`config.mk`:
```
export PLATFORM = sky130hd
export DESIGN_NAME = fingerprint_difference_decoder
export DESIGN_NICKNAME = d
export VERILOG_FILES = /design/src/rtl/fdd_pkg.sv /design/src/rtl/fingerprint_difference_decoder.sv /design/src/rtl/fdd_cell.sv /design/src/rtl/fdd_chain.sv
export SDC_FILE = /design/constraint.sdc
export NUM_CORES = 1
export LEC_CHECK = 0
export ABC_AREA = 1
export BUFFER_PORTS_ARGS = -buffer_cell sky130_fd_sc_hd__buf_2
export CORE_MARGIN = 2
export CORE_UTILIZATION = 30
export CTS_CLUSTER_DIAMETER = 100
export DETAILED_ROUTE_END_ITERATION = 12
export PLACE_DENSITY = 0.52
export SLEW_MARGIN = 25
export SYNTH_ARGS = -nofsm -noshare
export SYNTH_HDL_FRONTEND = slang
export SYNTH_SLANG_ARGS = --single-unit
```
`constraint.sdc`:
```
create_clock -name clk_i -period 55.3 [get_ports clk_i]
set_clock_uncertainty 0.15 [all_clocks]
set_input_delay 5.53 -clock clk_i [delete_from_list [all_inputs] [get_ports clk_i]]
set_output_delay 5.53 -clock clk_i [all_outputs]
set_load 0.005 [all_outputs]
```
`src/rtl/fdd_pkg.sv`:
```
// ----------------------------------------------------------------------------
// fdd_pkg: shared types and constants of the fingerprint difference decoder
// Widths of the data path, step count of the serial reduction and the
// control group that drives the row of bit-slice cells.
// ----------------------------------------------------------------------------
package fdd_pkg;

  localparam int unsigned WordW  = 64;
  localparam int unsigned PrevW  = WordW - 1;
  // bits of prev followed by one zero bit per word bit
  localparam int unsigned Steps  = PrevW + WordW;
  localparam int unsigned CntW   = $clog2(Steps);

  // control group from the sequencer to the cell row
  typedef struct packed {
    logic clear;     // zero the remainder
    logic shift;     // one shift-and-subtract step
    logic mod_load;  // take a new modulus
  } fdd_step_t;

endpackage

```
`src/rtl/fingerprint_difference_decoder.sv`:
```
// ----------------------------------------------------------------------------
// fingerprint_difference_decoder: rebuilds text blocks from prefix fingerprints
// Serial modular reduction over a row of bit-slice cells plus a short
// correction sequence.
// ----------------------------------------------------------------------------
// usage
//   s_axis carries 64-bit fingerprint words; tuser marks the header word that
//   sets the modulus (word + 2^63) and the first previous fingerprint, tlast
//   marks the final word of the stream and is copied to the result.
//   m_axis carries one rebuilt block per data word; tuser flags a zero
//   modulus, in which case the block is zero.
// sequence
//   a header word is taken in the idle state and gives no result.
//   a data word runs 127 reduction steps through the cell row (63 bits of
//   the previous fingerprint, then 64 zero bits), then the correction steps
//   (subtract, add the modulus, add it again for a set top bit) and an
//   output step that waits for a free output register; the next word is
//   taken only after the output step. a zero modulus skips the reduction
//   and the corrections and goes straight to the output step.
// reset and stall
//   reset clears the modulus and the previous fingerprint to zero, so data
//   before any header gives flagged zero results. the result sits in an
//   output register; the next word is taken while it waits, and the block
//   only holds its new result back when that register is still full.
// ----------------------------------------------------------------------------
module fingerprint_difference_decoder
  import fdd_pkg::*;
(
  input  logic             clk_i,
  input  logic             rst_ni,
  input  logic             s_axis_tvalid_i,
  output logic             s_axis_tready_o,
  input  logic [WordW-1:0] s_axis_tdata_i,   // [63:0] word
  input  logic             s_axis_tlast_i,
  input  logic             s_axis_tuser_i,   // [0] is_first
  output logic             m_axis_tvalid_o,
  input  logic             m_axis_tready_i,
  output logic [WordW-1:0] m_axis_tdata_o,   // [63:0] block
  output logic             m_axis_tlast_o,
  output logic             m_axis_tuser_o    // [0] modulus_error
);

  typedef enum logic [5:0] {
    StIdle = 6'b000001,
    StCalc = 6'b000010,
    StSubP = 6'b000100,
    StAddM = 6'b001000,
    StAddT = 6'b010000,
    StEmit = 6'b100000
  } state_e;

  state_e           state_q, state_d;
  logic [CntW-1:0]  cnt_q, cnt_d;
  logic [PrevW-1:0] prev_q, prev_d;
  logic [PrevW-1:0] hi_q, hi_d;
  logic [WordW-1:0] p_q, p_d;
  logic             last_q, last_d;
  logic             err_q, err_d;
  logic             gt_q, gt_d;
  logic [WordW-1:0] acc_q, acc_d;
  logic             out_valid_q, out_valid_d;
  logic [WordW-1:0] out_data_q, out_data_d;
  logic             out_last_q, out_last_d;
  logic             out_err_q, out_err_d;

  fdd_step_t        step;
  logic [WordW-1:0] rem;
  logic [WordW-1:0] modulus;
  logic [WordW-1:0] mod_word;
  logic             in_xfer;
  logic             out_xfer;
  logic             mod_zero;

  assign s_axis_tready_o = (state_q == StIdle);
  assign in_xfer         = s_axis_tvalid_i & s_axis_tready_o;
  assign out_xfer        = out_valid_q & m_axis_tready_i;
  assign mod_zero        = (modulus == '0);
  // word + 2^63 wraps to a flip of the top bit
  assign mod_word        = {~s_axis_tdata_i[WordW-1], s_axis_tdata_i[WordW-2:0]};

  fdd_chain u_chain (
    .clk_i      (clk_i),
    .rst_ni     (rst_ni),
    .step_i     (step),
    .mod_word_i (mod_word),
    .serial_i   (hi_q[PrevW-1]),
    .rem_o      (rem),
    .mod_o      (modulus)
  );

  always_comb begin
    state_d     = state_q;
    cnt_d       = cnt_q;
    prev_d      = prev_q;
    hi_d        = hi_q;
    p_d         = p_q;
    last_d      = last_q;
    err_d       = err_q;
    gt_d        = gt_q;
    acc_d       = acc_q;
    step        = '0;
    out_valid_d = out_valid_q & ~out_xfer;
    out_data_d  = out_data_q;
    out_last_d  = out_last_q;
    out_err_d   = out_err_q;

    unique case (state_q)
      StIdle: begin
        if (in_xfer) begin
          prev_d = s_axis_tdata_i[PrevW-1:0];
          if (s_axis_tuser_i) begin
            step.mod_load = 1'b1;
          end else begin
            p_d    = s_axis_tdata_i;
            last_d = s_axis_tlast_i;
            hi_d   = prev_q;
            cnt_d  = '0;
            if (mod_zero) begin
              err_d   = 1'b1;
              acc_d   = '0;
              state_d = StEmit;
            end else begin
              err_d      = 1'b0;
              step.clear = 1'b1;
              state_d    = StCalc;
            end
          end
        end
      end
      StCalc: begin
        step.shift = 1'b1;
        hi_d       = {hi_q[PrevW-2:0], 1'b0};
        cnt_d      = cnt_q + CntW'(1);
        if (cnt_q == CntW'(Steps - 1)) begin
          cnt_d   = '0;
          state_d = StSubP;
        end
      end
      StSubP: begin
        // borrow out says the remainder exceeds the word
        {gt_d, acc_d} = {1'b0, p_q} - {1'b0, rem};
        state_d       = StAddM;
      end
      StAddM: begin
        acc_d   = acc_q + (gt_q ? modulus : '0);
        state_d = StAddT;
      end
      StAddT: begin
        acc_d   = acc_q + (p_q[WordW-1] ? modulus : '0);
        state_d = StEmit;
      end
      StEmit: begin
        if (!out_valid_q || m_axis_tready_i) begin
          out_valid_d = 1'b1;
          out_data_d  = acc_q;
          out_last_d  = last_q;
          out_err_d   = err_q;
          state_d     = StIdle;
        end
      end
      default: begin
        state_d = StIdle;
      end
    endcase
  end

  always_ff @(posedge clk_i or negedge rst_ni) begin
    if (!rst_ni) begin
      state_q     <= StIdle;
      cnt_q       <= '0;
      prev_q      <= '0;
      out_valid_q <= 1'b0;
    end else begin
      state_q     <= state_d;
      cnt_q       <= cnt_d;
      prev_q      <= prev_d;
      out_valid_q <= out_valid_d;
    end
  end

  always_ff @(posedge clk_i) begin
    hi_q       <= hi_d;
    p_q        <= p_d;
    last_q     <= last_d;
    err_q      <= err_d;
    gt_q       <= gt_d;
    acc_q      <= acc_d;
    out_data_q <= out_data_d;
    out_last_q <= out_last_d;
    out_err_q  <= out_err_d;
  end

  assign m_axis_tvalid_o = out_valid_q;
  assign m_axis_tdata_o  = out_data_q;
  assign m_axis_tlast_o  = out_last_q;
  assign m_axis_tuser_o  = out_err_q;

`ifndef SYNTHESIS
  // the remainder stays reduced below the modulus through the whole reduction
  a_rem_reduced: assert property (@(posedge clk_i) disable iff (!rst_ni)
    (state_q == StCalc || state_q == StSubP) |-> (rem < modulus))
    else $error("remainder not below modulus");

  // the step counter only runs during the reduction
  a_cnt_idle: assert property (@(posedge clk_i) disable iff (!rst_ni)
    (state_q != StCalc) |-> (cnt_q == '0))
    else $error("step counter running outside reduction");

  // a flagged result always carries a zero block
  a_err_zero: assert property (@(posedge clk_i) disable iff (!rst_ni)
    (m_axis_tvalid_o && m_axis_tuser_o) |-> (m_axis_tdata_o == '0))
    else $error("flagged result with nonzero block");

  // a header transfer reloads the modulus and raises no result
  a_header_load: assert property (@(posedge clk_i) disable iff (!rst_ni)
    (in_xfer && s_axis_tuser_i) |=>
      (modulus == $past(mod_word)) && (state_q == StIdle)
      && (out_valid_q == $past(out_valid_d)))
    else $error("header transfer mishandled");
`endif

endmodule

```
`src/rtl/fdd_cell.sv`:
```
// ----------------------------------------------------------------------------
// fdd_cell: one bit slice of the serial modular reducer
// Holds one remainder bit and one modulus bit, takes the shifted-in bit from
// its lower neighbor and ripples the borrow of (shifted - modulus) upward.
// ----------------------------------------------------------------------------
module fdd_cell
  import fdd_pkg::*;
(
  input  logic      clk_i,
  input  logic      rst_ni,
  input  fdd_step_t step_i,
  input  logic      sub_i,       // row decision: take the difference
  input  logic      mod_bit_i,   // modulus bit to load
  input  logic      shift_in_i,  // remainder bit of the lower neighbor
  input  logic      borrow_i,
  output logic      borrow_o,
  output logic      rem_o,
  output logic      mod_o
);

  logic rem_q, rem_d;
  logic mod_q, mod_d;
  logic diff;

  assign diff     = shift_in_i ^ mod_q ^ borrow_i;
  assign borrow_o = (~shift_in_i & mod_q) | (~(shift_in_i ^ mod_q) & borrow_i);

  always_comb begin
    rem_d = rem_q;
    if (step_i.clear) begin
      rem_d = 1'b0;
    end else if (step_i.shift) begin
      rem_d = sub_i ? diff : shift_in_i;
    end
    mod_d = step_i.mod_load ? mod_bit_i : mod_q;
  end

  always_ff @(posedge clk_i or negedge rst_ni) begin
    if (!rst_ni) begin
      rem_q <= 1'b0;
      mod_q <= 1'b0;
    end else begin
      rem_q <= rem_d;
      mod_q <= mod_d;
    end
  end

  assign rem_o = rem_q;
  assign mod_o = mod_q;

endmodule

```
`src/rtl/fdd_chain.sv`:
```
// ----------------------------------------------------------------------------
// fdd_chain: row of bit-slice cells forming a shift-and-subtract reducer
// Each step shifts the remainder up one place, brings in one serial bit and
// subtracts the modulus when the shifted value overflows or reaches it.
// ----------------------------------------------------------------------------
module fdd_chain
  import fdd_pkg::*;
(
  input  logic             clk_i,
  input  logic             rst_ni,
  input  fdd_step_t        step_i,
  input  logic [WordW-1:0] mod_word_i,
  input  logic             serial_i,
  output logic [WordW-1:0] rem_o,
  output logic [WordW-1:0] mod_o
);

  logic [WordW:0]   borrow;
  logic [WordW-1:0] shift_in;
  logic             sub;

  assign borrow[0] = 1'b0;
  assign shift_in  = {rem_o[WordW-2:0], serial_i};
  // overflow out of the top cell, or no borrow means shifted >= modulus
  assign sub       = rem_o[WordW-1] | ~borrow[WordW];

  for (genvar i = 0; i < WordW; i++) begin : g_cell
    fdd_cell u_cell (
      .clk_i      (clk_i),
      .rst_ni     (rst_ni),
      .step_i     (step_i),
      .sub_i      (sub),
      .mod_bit_i  (mod_word_i[i]),
      .shift_in_i (shift_in[i]),
      .borrow_i   (borrow[i]),
      .borrow_o   (borrow[i+1]),
      .rem_o      (rem_o[i]),
      .mod_o      (mod_o[i])
    );
  end

endmodule

```
==> flow_metrics.tcl, run 1 <==
set metrics [dict create \
    outcome "complete, no violations" \
    wl_per_cell_um 17.9 \
    wl_mm 108 \
    path_clk_slew_ps 60 \
    synth-edff-count 260 \
    dpl.hpwl_mm 87.2 \
    ys_types 39 \
    tritoncts "done" \
    cts-root-buf "clkbuf_16" \
    routabilityCongestion 0.940 \
    p_leak_nw 19.3 \
    placed_cells 5930 \
    grt_overflow 0 \
    drc 0 \
    die_y_um 328 \
    synthArstFlopShare_pct 44.1 \
    crit_required_ps 55750 \
    grt_pass1_wl_mm 163 \
    vias 27500 \
    whs_ps 268 \
    hold_violations 0 \
    synth-seq-cells 465 \
    syn_avg_cell_area_um2 7.02 \
    slew_headroom_pct 34.6 \
    yosysSeqAreaShare_pct 41.0 \
    antenna_left 0 \
    min_period_over_period_pct 48.6 \
    yosys_warnings 0 \
    fp-row-count 118 \
    start_util_pct 30.3 \
    synthMuxAreaShare_pct 0.0635 \
    synth_flop_cell "edfxtp_1" \
    cts_hold_buf 0 \
    post-cts-setup-buffer-count 0 \
    cp-end-kind "flip-flop" \
    mostFrequentLayoutCell "nand2_1" \
    grt_max_degree 99 \
    portBuffers 137 \
    grt_pass1_vias 26300 \
    whs_endpoint "m_axis_tlast_o$_DFFE_PP_" \
    die_w_um 328 \
    worst-path-buf-inv 5 \
    worstHoldStart "last_q$_DFFE_PP_" \
    cp_top_family "adder cells" \
    final_max_slew_viol_count 0 \
    worstReg2RegEnd "u_chain.g_cell[5].u_cell.rem_o$_DFFE_PN0P_" \
    finalSetupTns_ps 0 \
    worst_slew_pin_slew_ps 981 \
    vias_per_cell 4.56 \
    area_growth_syn_to_layout_pct 13.2 \
    ff2ff_setup_slack_ps 28410 \
    numCtsBuffers 56 \
    syn_inst 4489 \
    drive_above_1_share_pct 5.82 \
    synth-compound-area-share_pct 7.48 \
    cts_max_level 2 \
    critPathArrivalTime_ps 27340 \
    clockBufferDepth 3 \
    cap_violations 0 \
    ctsResizeCount 0 \
    synth-simple-area-share_pct 29.3 \
    fin_crit_ps 26890 \
    clock.fmax_ghz 0.0372 \
    die-area_mm2 0.108 \
    final_cell_mix "nand2_1 (1816), inv_1 (923), edfxtp_1 (260), nor2_1 (208), dfrtp_1 (204)" \
    synthesis.area_mm2 0.0315 \
    drtIter0Drc 2031 \
    cp_slowest_cell "fa_1" \
    synth_top_family_by_area "simple AND/OR/NAND/NOR gates" \
    fin_cells 6036 \
    syn_nets 4754 \
    power_density_mw_per_mm2 21.3 \
    grt_util_all_layers_pct 20.0 \
    r2r_cells 74 \
    final_core_util_pct 34.3 \
    synthXorXnorAreaFrac_pct 0.500 \
    whs_path_depth 0 \
    finalSetupViolCount 0 \
    path_max_fanout 98 \
    worstSetupPathType "reg2reg" \
    cts_num_sinks 465 \
    core_area_mm2 0.104 \
    ir_worst_vdd_uv 23.4 \
    cp_common_cell "fa_1" \
    cp_slowest_stage_delay_ps 460 \
    grt_antenna_before_repair 10 \
    yosys.area_share.adder_pct 9.29 \
    nNetsFinal 4873 \
    clk_latency_ps 670 \
    rsz0062_at_grt "no" \
    drt_first_pass_iters 5 \
    min_path_type "reg2reg" \
    cp-start-kind "flip-flop" \
    r2r_start "u_chain.g_cell[0].u_cell.mod_o$_DFFE_PN0P_" \
    io-pin-count 138 \
]
through the flow:
| step | area [µm²] | total power [mW] | setup WS (ps) |
|---|---|---|---|
| 3_5_place_dp | 33700 | 0.381 | 28600 |
| 2_1_floorplan | 31500 | 0.373 | 30140 |
| 3_3_place_gp | 33700 | 0.381 | 28820 |
| 5_1_grt | 35700 | 0.786 | 27550 |
| 6_report | 35700 | 0.761 | 28410 |
| 4_1_cts | 35700 | 0.773 | 28550 |
sequential cells by signal, summed over array words and instances, names as in the netlist:
register / count
m_axis_tlast_o: 1
state_q: 6
m_axis_tdata_o: 64
gt_q: 1
u_chain.g_cell.u_cell.rem_o: 64
u_chain.g_cell.u_cell.mod_o: 64
prev_q: 63
cnt_q: 7
m_axis_tvalid_o: 1
m_axis_tuser_o: 1
hi_q: 63
p_q: 64
acc_q: 64
last_q: 1
err_q: 1
layer usage:
| metal | vias to the layer above | global-route usage (%) | part of all wire [%] |
|---|---|---|---|
| met1 | 12700 | 29.0 | 49 |
| met4 | 16 | 4.66 | 2.4 |
| met2 | 618 | 31.6 | 44 |
| li1 | 14100 | - | - |
| met3 | 131 | 2.75 | 5.0 |
| met5 | - | 0 | 0.069 |
synth_stat cells (2+ instances only):
master / instances / area share (%)
nand2_1: 1818 / 22
and2_1: 5 / 0.099
o21bai_1: 4 / 0.095
dfrtp_1: 204 / 16
xnor2_1: 16 / 0.44
inv_1: 925 / 11
nor4_1: 20 / 0.40
a21oi_1: 131 / 2.1
inv_2: 2 / 0.024
clkbuf_1: 43 / 0.51
o21ai_0: 178 / 2.8
nand3b_1: 19 / 0.45
fa_1: 65 / 4.1
nor3_1: 28 / 0.44
mux2i_1: 2 / 0.064
o21ai_1: 142 / 2.3
xor2_1: 2 / 0.056
edfxtp_1: 260 / 25
ha_1: 130 / 5.2
and3_1: 3 / 0.060
o22ai_1: 4 / 0.079
nand4_1: 19 / 0.38
buf_2: 49 / 0.78
or2_2: 8 / 0.16
nand3_1: 186 / 3.0
a21boi_0: 2 / 0.048
nor2_1: 211 / 2.5
nor2_2: 2 / 0.040
cell type report:
| type | count | area, µm² |
|---|---|---|
| fillers | 11300 | 68300 |
| multi-input cells | 3003 | 14800 |
| flip-flops and latches | 465 | 12900 |
| inverters | 928 | 3490 |
| well taps | 1380 | 1730 |
| clock buffers | 75 | 1600 |
| repair buffers | 154 | 823 |
| clock inverters | 29 | 342 |
| diodes | 2 | 5.00 |
how the worst max path moves through the flow:
stage                                                     startpoint                                     endpoint  cells past startpoint
after floorplan           u_chain.g_cell[0].u_cell.mod_o$_DFFE_PN0P_  u_chain.g_cell[44].u_cell.rem_o$_DFFE_PN0P_                     76
after global placement    u_chain.g_cell[0].u_cell.mod_o$_DFFE_PN0P_   u_chain.g_cell[4].u_cell.rem_o$_DFFE_PN0P_                     75
after detailed placement  u_chain.g_cell[0].u_cell.mod_o$_DFFE_PN0P_   u_chain.g_cell[8].u_cell.rem_o$_DFFE_PN0P_                     74
after CTS                 u_chain.g_cell[0].u_cell.mod_o$_DFFE_PN0P_   u_chain.g_cell[5].u_cell.rem_o$_DFFE_PN0P_                     74
after global routing      u_chain.g_cell[0].u_cell.mod_o$_DFFE_PN0P_  u_chain.g_cell[24].u_cell.rem_o$_DFFE_PN0P_                     74
final                     u_chain.g_cell[0].u_cell.mod_o$_DFFE_PN0P_   u_chain.g_cell[5].u_cell.rem_o$_DFFE_PN0P_                     74
power breakdown:
part                   switching [mW]  total, mW  internal [mW]
clock network                   0.160      0.387          0.227
logic                         0.00728    0.00955        0.00226
registers      0.00000000000000000180      0.364          0.364
total                           0.168      0.761          0.594
kinds of logic after synthesis:
group	Yosys count
mux	2
simple gates	2323
compound gates	465
flops	465
buf+inv	1021
xor+xnor	18
fa+ha+maj	195
Power figures use the tool's default switching activity.
==> run 2, diff against run 1 <==
ABC_AREA = 0   (was 1)
clock period = 27.3 ns   (was 55.3 ns; I/O delays follow)
==> flow_metrics.tcl, run 2 <==
set metrics [dict create \
    finalSetupViolCount 0 \
    r2r_start "u_chain.g_cell[0].u_cell.mod_o$_DFFE_PN0P_" \
    die_y_um 305 \
    yosysTopAreaCell "edfxtp_1" \
    drive_above_1_share_pct 14.9 \
    fin_cells 3881 \
    die-area_mm2 0.0928 \
    clockPowerShare_pct 47.8 \
    synth-edff-count 260 \
    fin_crit_ps 26370 \
    syn_avg_cell_area_um2 10.5 \
    synth-seq-cells 465 \
    cap_violations 0 \
    mostFrequentLayoutCell "nand2_1" \
    core_area_mm2 0.0897 \
    worst-path-buf-inv 5 \
    power.internal_mw 1.14 \
    synth_flop_cell "edfxtp_1" \
    syn_inst 2578 \
    startpoint "u_chain.g_cell[0].u_cell.mod_o$_DFFE_PN0P_" \
    grt_overflow 0 \
    nNetsFinal 2930 \
    grt_util_all_layers_pct 16.8 \
    worstHoldStart "err_q$_DFFE_PP_" \
    placed_cells 3781 \
    dpl.hpwl_mm 60.0 \
    path_clk_slew_ps 70 \
    cp_slowest_stage_delay_ps 420 \
    grt_max_degree 91 \
    clk_latency_ps 620 \
    io-pin-count 138 \
    numCtsBuffers 48 \
    min_period_over_period_pct 96.6 \
    worstSetupPathType "reg2reg" \
    p_comb_share_pct 1.3 \
    cts_hold_buf 0 \
    cp-end-kind "flip-flop" \
    outcome "complete, no violations" \
    whs_endpoint "m_axis_tuser_o$_DFFE_PP_" \
    cts-root-buf "clkbuf_16" \
    portBuffers 137 \
    routabilityCongestion 0.905 \
    drc 0 \
    ff2ff_setup_slack_ps 930 \
    vias 19800 \
    p_leak_nw 13.6 \
    path_max_fanout 18 \
    worst_slew_pin_slew_ps 1030 \
    power_density_mw_per_mm2 47.0 \
    ir_worst_vdd_uv 41.7 \
    die_w_um 305 \
    vias_per_cell 5.11 \
    final_max_slew_viol_count 0 \
    rsz0062_at_grt "no" \
    whs_path_depth 0 \
    grt_pass1_wl_mm 121 \
    cp_slowest_cell "dfrtp_1" \
    wl_mm 79.3 \
    swShare_pct 21.1 \
    wl_per_cell_um 20.4 \
    final_cell_mix "nand2_1 (299), edfxtp_1 (260), nor2_1 (210), dfrtp_1 (204), a21oi_1 (195)" \
    cts_max_level 2 \
    finalSetupTns_ps 0 \
    yosysSeqAreaShare_pct 47.7 \
    cp_common_cell "fa_1" \
    drt_first_pass_iters 5 \
    clockBufferDepth 3 \
    final_core_util_pct 34.3 \
    cts_num_sinks 465 \
    grt_antenna_before_repair 4 \
    fp-row-count 110 \
    start_util_pct 30.2 \
    yosys-top-cells-area "edfxtp_1 (29%), dfrtp_1 (19%), ha_1 (6.0%), mux2_2 (5.3%), fa_1 (4.8%)" \
    clock.fmax_ghz 0.0379 \
    crit_required_ps 27610 \
    antenna_left 0 \
    slew_headroom_pct 30.5 \
    ys_types 81 \
    synthArstFlopShare_pct 44.1 \
    netlist_top_cells_count "nand2_1 (300), edfxtp_1 (260), nor2_1 (212)" \
    yosys_warnings 0 \
    hold_violations 0 \
    syn_nets 2843 \
    min_path_type "reg2reg" \
    power_switching_mw 0.305 \
    r2r_cells 73 \
    pwr-share-seq_pct 51.0 \
    synth_most_common_cell "nand2_1" \
    synthesis.area_mm2 0.0271 \
    grt_pass1_vias 19300 \
    cp_top_family "adder cells" \
    cp-start-kind "flip-flop" \
    area_growth_syn_to_layout_pct 13.7 \
    tritoncts "done" \
    worstReg2RegEnd "u_chain.g_cell[15].u_cell.rem_o$_DFFE_PN0P_" \
    synth_top_area_share_pct 28.8 \
    drtIter0Drc 1381 \
    critPathArrivalTime_ps 26680 \
]
-- run 2: final cells by class --
type / count / area (µm²)
sequential: 465 / 12900
antenna: 2 / 5.00
clock inverter: 29 / 324
tap: 1176 / 1470
fill: 9116 / 58900
inverter: 101 / 379
multi-input combinational: 1884 / 13400
clock buffer: 59 / 1310
timing repair buffer: 165 / 976
-- run 2: power groups by stage --
stage | combinational, mW | sequential, mW | clock, mW
floorplan | 0.000304 | 0.752 | 0
global placement | 0.0190 | 0.752 | 0
detailed placement | 0.0191 | 0.752 | 0
CTS | 0.0191 | 0.737 | 0.711
global route | 0.0205 | 0.737 | 0.737
finish | 0.0181 | 0.738 | 0.691
-- run 2: worst max path at each step --
stage | endpoint | slack [ps] | depth (start not counted)
after floorplan | u_chain.g_cell[16].u_cell.rem_o$_DFFE_PN0P_ | 1740 | 74
after global routing | u_chain.g_cell[51].u_cell.rem_o$_DFFE_PN0P_ | 40 | 73
final | u_chain.g_cell[15].u_cell.rem_o$_DFFE_PN0P_ | 930 | 73
after CTS | u_chain.g_cell[18].u_cell.rem_o$_DFFE_PN0P_ | 800 | 73
after global placement | u_chain.g_cell[24].u_cell.rem_o$_DFFE_PN0P_ | 970 | 74
after detailed placement | u_chain.g_cell[10].u_cell.rem_o$_DFFE_PN0P_ | 760 | 73
-- run 2: per-layer routing --
metal	GRT usage (%)	vias up	wire [µm]
met5	0	-	0
met4	4.47	0	1870
met3	2.65	77	3520
met2	24.5	412	33400
met1	25.8	9745	40500
li1	-	9596	-
-- run 2: cell families after synthesis --
| logic type | share of synthesized area [%] |
|---|---|
| multiplexers | 5.57 |
| AND/OR/NAND/NOR | 13.4 |
| buffers and inverters | 3.22 |
| flip-flops | 47.7 |
| adder cells (fa/ha/maj) | 10.8 |
| AO/OA/AOI/OAI | 15.7 |
| XOR/XNOR | 3.52 |
-- run 2: what timing repair did --
action	4_1_cts	5_1_grt
buffers inserted	0	5
setup endpoints to repair	0	60
resized for setup	0	6
-- run 2: through the flow --
stage	instance area, µm²	setup slack [ps]	power (mW)	hold WS (ps)
after CTS	30700	801	1.47	275
final	30800	926	1.45	270
after detailed placement	29000	762	0.771	261
after floorplan	27100	1740	0.752	250
after global placement	29000	969	0.771	251
after global routing	30800	41.9	1.49	277
==> run 3, diff against run 2 <==
clock period = 31.4 ns   (was 27.3 ns; I/O delays follow)
==> flow_metrics.tcl, run 3 (same netlist as run 2, synthesis figures left out) <==
set metrics [dict create \
    ff2ff_setup_slack_ps 4260 \
    setup_slack_ps 4260 \
    cap_violations 0 \
    dpl.hpwl_mm 59.0 \
    fillCellCount 9186 \
    cp_slowest_cell "buf_4" \
    final_max_slew_viol_count 0 \
    rsz0062_at_grt "no" \
    core_area_mm2 0.0897 \
    ir_worst_vdd_uv 34.3 \
    crit_required_ps 31780 \
    fin_crit_ps 27140 \
    highest_layer "met4" \
    portBuffers 137 \
    power_density_mw_per_mm2 40.8 \
    fp-row-count 110 \
    grt_antenna_before_repair 6 \
    die_w_um 305 \
    nNetsFinal 2916 \
    post-cts-setup-buffer-count 0 \
    vias 19700 \
    tritoncts "done" \
    final_cell_mix "nand2_1 (299), edfxtp_1 (260), nor2_1 (210), dfrtp_1 (204), a21oi_1 (195)" \
    worstSetupPathType "reg2reg" \
    path_max_fanout 93 \
    numCtsBuffers 48 \
    worst_slew_pin_slew_ps 923 \
    wl_per_cell_um 20.2 \
    drt_first_pass_iters 5 \
    met2_length_mm 33.4 \
    vias_per_cell 5.10 \
    grt_util_all_layers_pct 16.6 \
    finalSetupViolCount 0 \
    antenna_left 0 \
    io-pin-count 138 \
    ctsResizeCount 0 \
    cp-start-kind "flip-flop" \
    cts-root-buf "clkbuf_16" \
    min_period_over_period_pct 86.4 \
    grt_max_degree 109 \
    drtIter0Drc 1285 \
    drc 0 \
    finalSetupTns_ps 0 \
    grt_pass1_vias 19200 \
    critPathArrivalTime_ps 27520 \
    outcome "complete, no violations" \
    slew_headroom_pct 38.5 \
    hold_violations 0 \
    grt_pass1_wl_mm 120 \
    clock.fmax_ghz 0.0368 \
    routabilityCongestion 0.885 \
    cts_max_level 2 \
    cts_hold_buf 0 \
    dp_slack_ps 4310 \
    cp-end-kind "flip-flop" \
    clockBufferDepth 3 \
    clk_latency_ps 610 \
    wl_mm 78.3 \
    grt_overflow 0 \
    cts_num_sinks 465 \
    mostFrequentLayoutCell "nand2_1" \
    cp_common_cell "fa_1" \
    area_growth_syn_to_layout_pct 13.1 \
    cp_slowest_stage_delay_ps 730 \
    die-area_mm2 0.0928 \
    die_y_um 305 \
    min_path_type "reg2reg" \
    drive_above_1_share_pct 14.5 \
    met3_length_mm 3.45 \
    start_util_pct 30.2 \
    drt-met1-wl_mm 39.9 \
    path_clk_slew_ps 70 \
    p_leak_nw 13.5 \
]
[run 3: worst max-delay path, delay by kind of cell, from the launching register on]
kind,cells,cell delay (ps)
fa+ha+maj,64,24510
buf+inv,4,920
simple gates,3,520
flops,1,420
compound gates,2,390
[run 3: cell type report]
type                            count  area, µm²  area share, %
Multi-Input combinational cell   1881      13400           43.6
Tap cell                         1176       1470           4.80
Sequential cell                   465      12900           42.2
Antenna cell                        3       7.51         0.0245
Clock buffer                       68       1400           4.56
Clock inverter                     22        243          0.792
Inverter                          101        379           1.24
Timing Repair Buffer              154        838           2.74
[run 3: per-stage QoR]
| stage | hold slack (ps) | cells | area, µm² | util (%) | power [mW] |
|---|---|---|---|---|---|
| 2_1_floorplan | 250 | 2578 | 27100 | - | 0.654 |
| 3_3_place_gp | 250 | 3776 | 29000 | 32.3 | 0.671 |
| 3_5_place_dp | 255 | 3776 | 29000 | 32.3 | 0.671 |
| 4_1_cts | 269 | 3866 | 30600 | 34.1 | 1.27 |
| 5_1_grt | 271 | 3869 | 30600 | 34.1 | 1.29 |
| 6_report | 269 | 3870 | 30600 | 34.2 | 1.25 |
[run 3: per-layer routing]
| layer | vias up | track usage [%] |
|---|---|---|
| met1 | 9725 | 25.3 |
| met4 | 0 | 4.35 |
| met2 | 414 | 24.5 |
| met3 | 73 | 2.47 |
| li1 | 9525 | - |
| met5 | - | 0 |
[run 3: final timing paths]
kind | startpoint | depth (start not counted) | to
worst max-delay path | u_chain.g_cell[0].u_cell.mod_o$_DFFE_PN0P_ | 73 | u_chain.g_cell[11].u_cell.rem_o$_DFFE_PN0P_
worst min-delay path | err_q$_DFFE_PP_ | 0 | m_axis_tuser_o$_DFFE_PP_
worst max register to register | u_chain.g_cell[0].u_cell.mod_o$_DFFE_PN0P_ | 73 | u_chain.g_cell[11].u_cell.rem_o$_DFFE_PN0P_
worst min register to register | err_q$_DFFE_PP_ | 0 | m_axis_tuser_o$_DFFE_PP_
max in group asynchronous | rst_ni | 2 | u_chain.g_cell[11].u_cell.rem_o$_DFFE_PN0P_
min in group asynchronous | rst_ni | 1 | state_q[5]$_DFFE_PN0P_
[run 3: report_power, final]
part	internal (mW)	switching, mW
registers	0.641	0.00000000000000000252
clock network	0.338	0.255
logic	0.00360	0.0124
total	0.983	0.267
